===== src/rtl/bmf_pkg.sv =====
// ----------------------------------------------------------------------------
// bmf_pkg
// Shared types and constants of the RGB box mean filter.
// ----------------------------------------------------------------------------
package bmf_pkg;

   localparam int MAX_WIDTH    = 1024;
   localparam int MAX_ROWS     = 1024;
   localparam int MAX_KERNEL   = 7;
   localparam int CHANNEL_BITS = 8;
   localparam int COL_BITS     = 10;
   localparam int SLOT_BITS    = 3;
   localparam int KSIZE_BITS   = 3;
   localparam int DIM_BITS     = 11;
   localparam int COUNT_BITS   = 21;
   localparam int RAM_DEPTH    = MAX_KERNEL * MAX_WIDTH;
   localparam int ADDR_BITS    = $clog2(RAM_DEPTH);
   localparam int PIXEL_BITS   = 3 * CHANNEL_BITS;
   localparam int SUM_BITS     = 14;
   localparam int DIVISOR_BITS = 6;
   localparam int STEP_BITS    = 4;
   localparam int CSR_ADDR_BITS = 4;

   localparam logic [7:0] ALPHA_VALUE = 8'hff;

   localparam logic [1:0] REG_KERNEL_WIDTH  = 2'd0;
   localparam logic [1:0] REG_KERNEL_HEIGHT = 2'd1;
   localparam logic [1:0] REG_IMAGE_WIDTH   = 2'd2;
   localparam logic [1:0] REG_IMAGE_HEIGHT  = 2'd3;

   typedef struct packed {
      logic [7:0] in_red;
      logic [7:0] in_green;
      logic [7:0] in_blue;
      logic       drain;
   } req_item_type;

   typedef struct packed {
      logic [7:0] out_red;
      logic [7:0] out_green;
      logic [7:0] out_blue;
      logic [7:0] out_alpha;
      logic [9:0] out_row;
      logic [9:0] out_col;
      logic       frame_end;
      logic       setting_error;
   } rsp_item_type;

   typedef struct packed {
      logic                  store;
      logic                  emit;
      logic                  rd_en;
      logic [KSIZE_BITS-1:0] dr;
      logic [KSIZE_BITS-1:0] dc;
      logic                  acc_en;
      logic                  div_init;
      logic                  div_step;
   } cmd_type;

   typedef struct packed {
      logic                  emit_now;
      logic                  store_now;
      logic [KSIZE_BITS-1:0] cols;
      logic [KSIZE_BITS-1:0] rows;
   } status_type;

endpackage


===== src/rtl/bmf_ctrl.sv =====
// ----------------------------------------------------------------------------
// bmf_ctrl
// Sequencer: window read sweep, accumulate, divide, present result.
// ----------------------------------------------------------------------------
module bmf_ctrl import bmf_pkg::*; (
   input  logic       clock,
   input  logic       reset,
   input  logic       req_valid,
   output logic       req_ready,
   output logic       rsp_valid,
   input  logic       rsp_ready,
   input  status_type status,
   output cmd_type    cmd
);

   localparam logic [2:0] S_IDLE = 3'd0;
   localparam logic [2:0] S_READ = 3'd1;
   localparam logic [2:0] S_WAIT = 3'd2;
   localparam logic [2:0] S_INIT = 3'd3;
   localparam logic [2:0] S_DIV  = 3'd4;
   localparam logic [2:0] S_OUT  = 3'd5;

   localparam logic [STEP_BITS-1:0] LAST_STEP = STEP_BITS'(SUM_BITS - 1);

   logic [2:0]            state_ff, state_in;
   logic [KSIZE_BITS-1:0] dr_ff, dr_in, dc_ff, dc_in;
   logic [STEP_BITS-1:0]  step_ff, step_in;
   logic                  acc_en_ff, acc_en_in;
   logic                  accept;

   assign req_ready = (state_ff == S_IDLE);
   assign rsp_valid = (state_ff == S_OUT);
   assign accept    = req_valid & req_ready;

   always_comb begin
      state_in  = state_ff;
      dr_in     = dr_ff;
      dc_in     = dc_ff;
      step_in   = step_ff;
      acc_en_in = 1'b0;
      cmd       = '0;
      cmd.dr    = dr_ff;
      cmd.dc    = dc_ff;
      cmd.acc_en = acc_en_ff;
      case (state_ff)
         S_IDLE: begin
            if (accept) begin
               cmd.store = status.store_now;
               cmd.emit  = status.emit_now;
               dr_in     = '0;
               dc_in     = '0;
               if (status.emit_now) begin
                  state_in = S_READ;
               end
            end
         end
         S_READ: begin
            cmd.rd_en = 1'b1;
            acc_en_in = 1'b1;
            if (dc_ff == status.cols - 1'b1) begin
               dc_in = '0;
               if (dr_ff == status.rows - 1'b1) begin
                  state_in = S_WAIT;
               end else begin
                  dr_in = dr_ff + 1'b1;
               end
            end else begin
               dc_in = dc_ff + 1'b1;
            end
         end
         S_WAIT: begin
            state_in = S_INIT;
         end
         S_INIT: begin
            cmd.div_init = 1'b1;
            step_in      = '0;
            state_in     = S_DIV;
         end
         S_DIV: begin
            cmd.div_step = 1'b1;
            step_in      = step_ff + 1'b1;
            if (step_ff == LAST_STEP) begin
               state_in = S_OUT;
            end
         end
         S_OUT: begin
            if (rsp_ready) begin
               state_in = S_IDLE;
            end
         end
         default: begin
            state_in = S_IDLE;
         end
      endcase
   end

   always_ff @(posedge clock) begin
      if (reset) begin
         state_ff  <= S_IDLE;
         acc_en_ff <= 1'b0;
         dr_ff     <= '0;
         dc_ff     <= '0;
         step_ff   <= '0;
      end else begin
         state_ff  <= state_in;
         acc_en_ff <= acc_en_in;
         dr_ff     <= dr_in;
         dc_ff     <= dc_in;
         step_ff   <= step_in;
      end
   end

   a_read_feeds_acc: assert property (@(posedge clock) disable iff (reset)
      cmd.rd_en |=> cmd.acc_en)
      else $error("read data not accumulated");

   a_emit_starts_sweep: assert property (@(posedge clock) disable iff (reset)
      (accept && status.emit_now) |=> (state_ff == S_READ))
      else $error("emission did not start window sweep");

   a_div_ends_in_out: assert property (@(posedge clock) disable iff (reset)
      (state_ff == S_DIV && step_ff == LAST_STEP) |=> (state_ff == S_OUT))
      else $error("divider did not finish in time");

endmodule


===== config.mk =====
export PLATFORM = sky130hd
export DESIGN_NAME = bmf_ctrl
export DESIGN_NICKNAME = d
export VERILOG_FILES = /design/src/rtl/bmf_pkg.sv /design/src/rtl/bmf_ctrl.sv
export SDC_FILE = /design/constraint.sdc
export NUM_CORES = 1
export LEC_CHECK = 0
export BUFFER_PORTS_ARGS = -buffer_cell sky130_fd_sc_hd__buf_2
export CAP_MARGIN = 15
export CORE_AREA = 2 2 75 48
export DETAILED_ROUTE_END_ITERATION = 10
export DIE_AREA = 0 0 77 50
export HOLD_SLACK_MARGIN = 0.12
export PLACE_DENSITY_LB_ADDON = 0.05
export SLEW_MARGIN = 40
export SYNTH_ARGS = -nofsm -noshare
export SYNTH_HDL_FRONTEND = slang
export SYNTH_SLANG_ARGS = --single-unit

===== constraint.sdc =====
create_clock -name clock -period 1.7 [get_ports clock]
set_input_delay 0.085 -clock clock [delete_from_list [all_inputs] [get_ports clock]]
set_output_delay 0.085 -clock clock [all_outputs]
set_load 0.01 [all_outputs]

### Yosys cells after proc, flatten, opt, wreduce, memory -nomap -nowiden

Cells that the tools add are included.

| word-level totals | value |
|---|---|
| register bits | 14 |
| input bits | 12 |

| cells by class | value |
|---|---|
| bitwise operators | 1 |
| reduce and logical (&&, ||, !) cells | 6 |
| eq/ne operators | 15 |
| multiplexer cells | 19 |
| add/sub/neg operators | 5 |

Operator list:

| operator | count |
|---|---|
| $mux 3 | 10 |
| $pmux 3 s6 | 1 |
| $pmux 3 s2 | 2 |
| $ne 2x2->1 const B | 4 |
| $pmux 4 s2 | 1 |
| $add 3x1->3 const B | 2 |
| $eq 3x2->1 const B | 2 |
| $eq 3x3->1 | 2 |
| $eq 3x3->1 const B | 2 |
| $ne 2x1->1 const B | 3 |
| $reduce_and 6->1 | 1 |
| $sub 3x1->3 const B | 2 |
| $add 4x1->4 const B | 1 |
| $eq 4x4->1 const B | 1 |
| $mux 2 | 2 |
| $reduce_and 4->1 | 1 |
| $reduce_bool 2->1 | 2 |
| $eq 3x1->1 const B | 1 |
| $logic_not 3->1 | 1 |
| $mux 1 | 3 |
| $reduce_and 2->1 | 1 |
| $and 1x1->1 | 1 |

### Depth between registers and ports, before layout

| logic depth | value |
|---|---|
| depth in word-level cells | 5 |
| mapped depth | 6 |

### Least setup slack after synthesis

No wires, ideal clock.

| path | value |
|---|---|
| path type | register to register |
| start | reg state_ff[1] |
| end | reg dr_ff[0] |
| stages on the path, launching flop included | 7 |
| period minus slack after synthesis | 1.753 ns |
| setup slack | -0.053 ns |
| buffers on the path | 1 |
| required time | 1.579 ns |
| arrival | 1.631 ns |
| cells stage by stage | dfxtp_1 > buf_2 > or3b_4 > clkinv_4 > o31ai_2 > a211o_1 > mux2_4 |

| between the ends | value |
|---|---|
| cells in the longest elaborated chain, start to end | 4 |
| elaborated cells between the ends (all ways) | 9 |
| classes of those cells | 4 x eq/ne; 1 x mux; 1 x bitwise; 3 x reduce/logical |

RTL lines:

| what | line | RTL |
|---|---|---|
| start, declared | bmf_ctrl.sv:25 | `logic [2:0] state_ff, state_in;` |
| start signal, assigned | bmf_ctrl.sv:105 | `state_ff <= state_in;` |
| $logic_not 3->1 | bmf_ctrl.sv:31, bmf_ctrl.sv:45 |  |
| $and 1x1->1 | bmf_ctrl.sv:33 | `assign accept = req_valid & req_ready;` |
| $ne 2x1->1 (no source line) | n/a |  |
| $reduce_and 4->1 (no source line) | n/a |  |
| end signal, assigned | bmf_ctrl.sv:107 | `dr_ff <= dr_in;` |
| end, declared | bmf_ctrl.sv:26 | `logic [KSIZE_BITS-1:0] dr_ff, dr_in, dc_ff, dc_in;` |

Several ways; a longest one is shown, not always the timed one.
A chain may end at the register's enable or synchronous reset.

### Final worst setup path

| path | value |
|---|---|
| start | reg state_ff[0] |
| end | reg dr_ff[0] |

The elaborated chain is that of the path after synthesis.

==> flow_results.org <==
** Outcome
- The flow ran to the end, and the final reports show no timing, DRC or antenna violations.

** Placement
- The placed instances occupy a cell area of 1140 um2.
- Port buffering added 25 buffers.
- Once detailed placement completed, the half-perimeter wirelength came to about 1700 um.
- OpenSTA, run right after detailed placement, puts the worst setup slack at 0.00979 ns.
- At the end of routability-driven placement, the weighted congestion stood at between 0.7 and 0.8.
- Cells after DPL :: 175

** Die
- Die height :: approximately 50 um
- The floorplan step defined a die boundary enclosing 3850 um2.
- Area of the placeable core :: around 3200 um2
- During I/O placement, the number of pins put on the boundary was 26.
- For this configuration, the core starts out at a cell density of 0.289.
- The floorplan step set the die width to roughly 77 um.
- Number of placement rows :: 16

** Critical path
- Origin of the worst setup path :: state_ff[0]
- For the worst setup path, the data arrival time is ~1.8 ns.
- Element type at the critical path start :: flop
- Critical Path RT :: between 1.5 and 2 ns
- The worst setup path is captured at a flop.
- The startpoint identified for the worst register-to-register timing path is state_ff[0].
- Classification of the worst setup path :: reg2reg
- In this run the worst path has a maximum fanout of 5.

** Logic synthesis
- When the netlist entered floorplanning its net count stood at approximately 120.
- In the synthesized netlist the dominant register cell turns out to be sky130_fd_sc_hd__dfxtp_1.
- Register bit count reported by yosys :: 14
- During synthesis, Yosys emitted a total of 0 warnings.
- Of the synthesized area, sequential elements account for 0.306.
- Total standard cell area after synthesis :: just over 900 um2
- Dividing the synthesized area by the synthesized cell count gives just over 9 um2.
- Post-synth EDFFs :: 0
- Counting flops with an async set or reset pin after synthesis yields a share of 0.
- Unique masters post-synth :: 39
- After technology mapping, the gate count stands at ~100.

** STA
- Setup repair after global routing could not meet its margin everywhere.
- Highest attainable clock frequency :: about 590 MHz
- Min Clock Period, post-route :: between 1.5 and 2 ns
- Setup slack closes at between 0.015 and 0.02 ns.
- Number of pins with negative max-slew slack in the final report :: 0
- Worst slew margin :: 0.712
- Final cycle utilization of the critical path :: 0.991
- Setup violations, final :: 0
- Final Hold Fails :: 0
- Tightest Pin Transition :: 0.420 ns
- Across the routed clock network, the largest skew measured is approximately 0.0025 ns.

** Detailed routing
- Drt initial violations :: 16
- For this block, the routed nets add up to 2110 um of wire.
- Average routed wire per standard cell :: 11.8 um
- For this run, design rule violations remaining after detail routing come to 0.
- Number of vias in the routed layout :: just over 800
- Vias per Instance :: 4.55
- The first TritonRoute pass finished after 4 iterations.
- Count of antenna-violating nets left after detailed routing :: 0

** Layout
- Once layout is complete, the cells apart from fillers number ~180.
- The repair_antennas step left the layout with diodes totalling 0.
- Design Area, Final :: 1190 um2
- Leaving out fill and tap cells, the most frequent cell in the layout is sky130_fd_sc_hd__buf_2.
- Layout Area Growth over Synthesis :: 30.6%
- In the final layout, the share of cells above drive strength 1 is 0.366.
- The final layout contains about 150 nets.
- Leading cell types in the layout, fill and taps excluded :: sky130_fd_sc_hd__buf_2, sky130_fd_sc_hd__dfxtp_1, sky130_fd_sc_hd__buf_4

** Pwr
- Dividing total power by cell area gives a power density of around 1100 nW/um2.
- Of the total power, the share spent switching nets is 0.353.
- Clock network power share :: 0.214
- Peak supply drop :: 372 uV
- For this design the static power due to leakage is a little under 0.6 nW.
- The share of total power dissipated in sequential elements is 0.312.
- The internal portion of the total power is between 0.0008 and 0.0009 W.
- Of the total power, combinational logic draws 0.474.
- Net switching power figure :: around 0.00045 W

** Job
- Number of max-cap violations :: 0

** Global routing
- After global routing the overflow that remains totals 0.
- Pin count of the biggest net entering global routing :: 16
- In the global route stage, overall resource usage came out at 0.121.
- The first global-routing pass estimated between 3000 and 4000 um of wire.
- The via count of the first global-routing pass came to 767.
- Antenna violations before repair :: 0

** Min path
- The path class of the tightest hold or removal check is in2reg.
- Hold path startpoint :: reset

** Clock tree
- No sink is reached through more buffers than the 2 on the longest clock path.
- The tree built by TritonCTS fans out to 14 sinks.
- TritonCTS created 3 clock buffers.
- Clock transition at path regs :: roughly 0.06 ns
- Hold repair after CTS inserted 0 buffers.
- CTS H-tree lvls :: 1
- TritonCTS built the clock tree.
- Root Driver :: sky130_fd_sc_hd__clkbuf_8
- Clock latency on the worst-skew pair :: 0.24 ns
## logic make-up after synthesis
| family | share of synthesized area |
|---|---|
| buffers and inverters | 0.0903 |
| AOI/OAI and AO/OA | 0.138 |
| DFF | 0.306 |
| muxes | 0.0602 |
| xor gates and xnor gates | 0.0985 |
| and+or+nand+nor | 0.224 |
| adders and majority gates | 0.0821 |
## power groups by stage
stage          logic (W)  registers [W]  clock network [W]
3_3_place_gp    0.000586       0.000400                  0
6_report        0.000601       0.000395           0.000272
4_1_cts         0.000583       0.000394           0.000282
5_1_grt         0.000656       0.000400           0.000302
2_1_floorplan   0.000407       0.000395                  0
3_5_place_dp    0.000581       0.000401                  0
## worst max-delay path, stage by stage (launching register included)
cell and delay, ns:
sky130_fd_sc_hd__dfxtp_2 0.33, sky130_fd_sc_hd__or3b_4 0.45, sky130_fd_sc_hd__clkinv_4 0.07, sky130_fd_sc_hd__o31ai_2 0.07
sky130_fd_sc_hd__a211o_1 0.35, sky130_fd_sc_hd__mux2_4 0.31
## cells in the mapped netlist, drive strengths merged, types with 2 or more instances
library cell | count | area, um2
xnor2 | 3 | 26.3
or2 | 2 | 12.5
ha | 6 | 75.1
inv | 10 | 37.5
and3 | 2 | 12.5
buf | 5 | 32.5
nand3b | 2 | 15.0
nor2 | 8 | 30.0
o32ai | 2 | 17.5
nand4 | 2 | 12.5
xor2 | 2 | 17.5
dfxtp | 14 | 280
a211o | 3 | 26.3
nor2b | 2 | 12.5
mux2i | 4 | 40.0
a21oi | 5 | 25.0
nand3 | 4 | 20.0
nand2 | 5 | 18.8
## flip-flops by register name, indices dropped and copies added (netlist names)
register   count
step_ff        4
dc_ff          3
dr_ff          3
state_ff       3
acc_en_ff      1
## worst paths after layout
kind                            slack (ns)  depth (start not counted)          to
worst max-delay path                  0.02                          5    dr_ff[0]
worst min-delay path                  0.20                          2    dc_ff[0]
worst max register to register        0.02                          5    dr_ff[0]
worst min register to register        0.48                          2  step_ff[3]
## metrics by stage
step	power (W)	hold WS, ns	util	setup TNS [ns]
global placement	0.000986	0.453	0.362	-0.0290
CTS	0.00126	0.198	0.375	0
detailed placement	0.000982	0.448	0.362	0
finish	0.00127	0.200	0.378	0
global route	0.00136	0.208	0.378	-0.0140
floorplan	0.000803	0.205	-	-0.00870
## routing by layer
| layer | up-vias | GRT usage | share of wire |
|---|---|---|---|
| met5 | - | 0 | 0 |
| met4 | 0 | 0.0357 | 0.012 |
| met3 | 5 | 0.0513 | 0.041 |
| li1 | 422 | - | - |
| met1 | 375 | 0.166 | 0.55 |
| met2 | 13 | 0.173 | 0.40 |
## final cells by class
class	count	area, um2
multi-input cells	70	561
clock buffers	3	41.3
flip-flops and latches	14	283
repair buffers	36	208
fillers	345	1970
well taps	45	56.3
inverters	11	46.3
## timing repair
action / in CTS / in global routing
setup endpoints to repair: 0 / 3
resized for setup: 0 / 2
setup buffers: 0 / 1
Note: power is estimated with default switching activity, not from simulation.
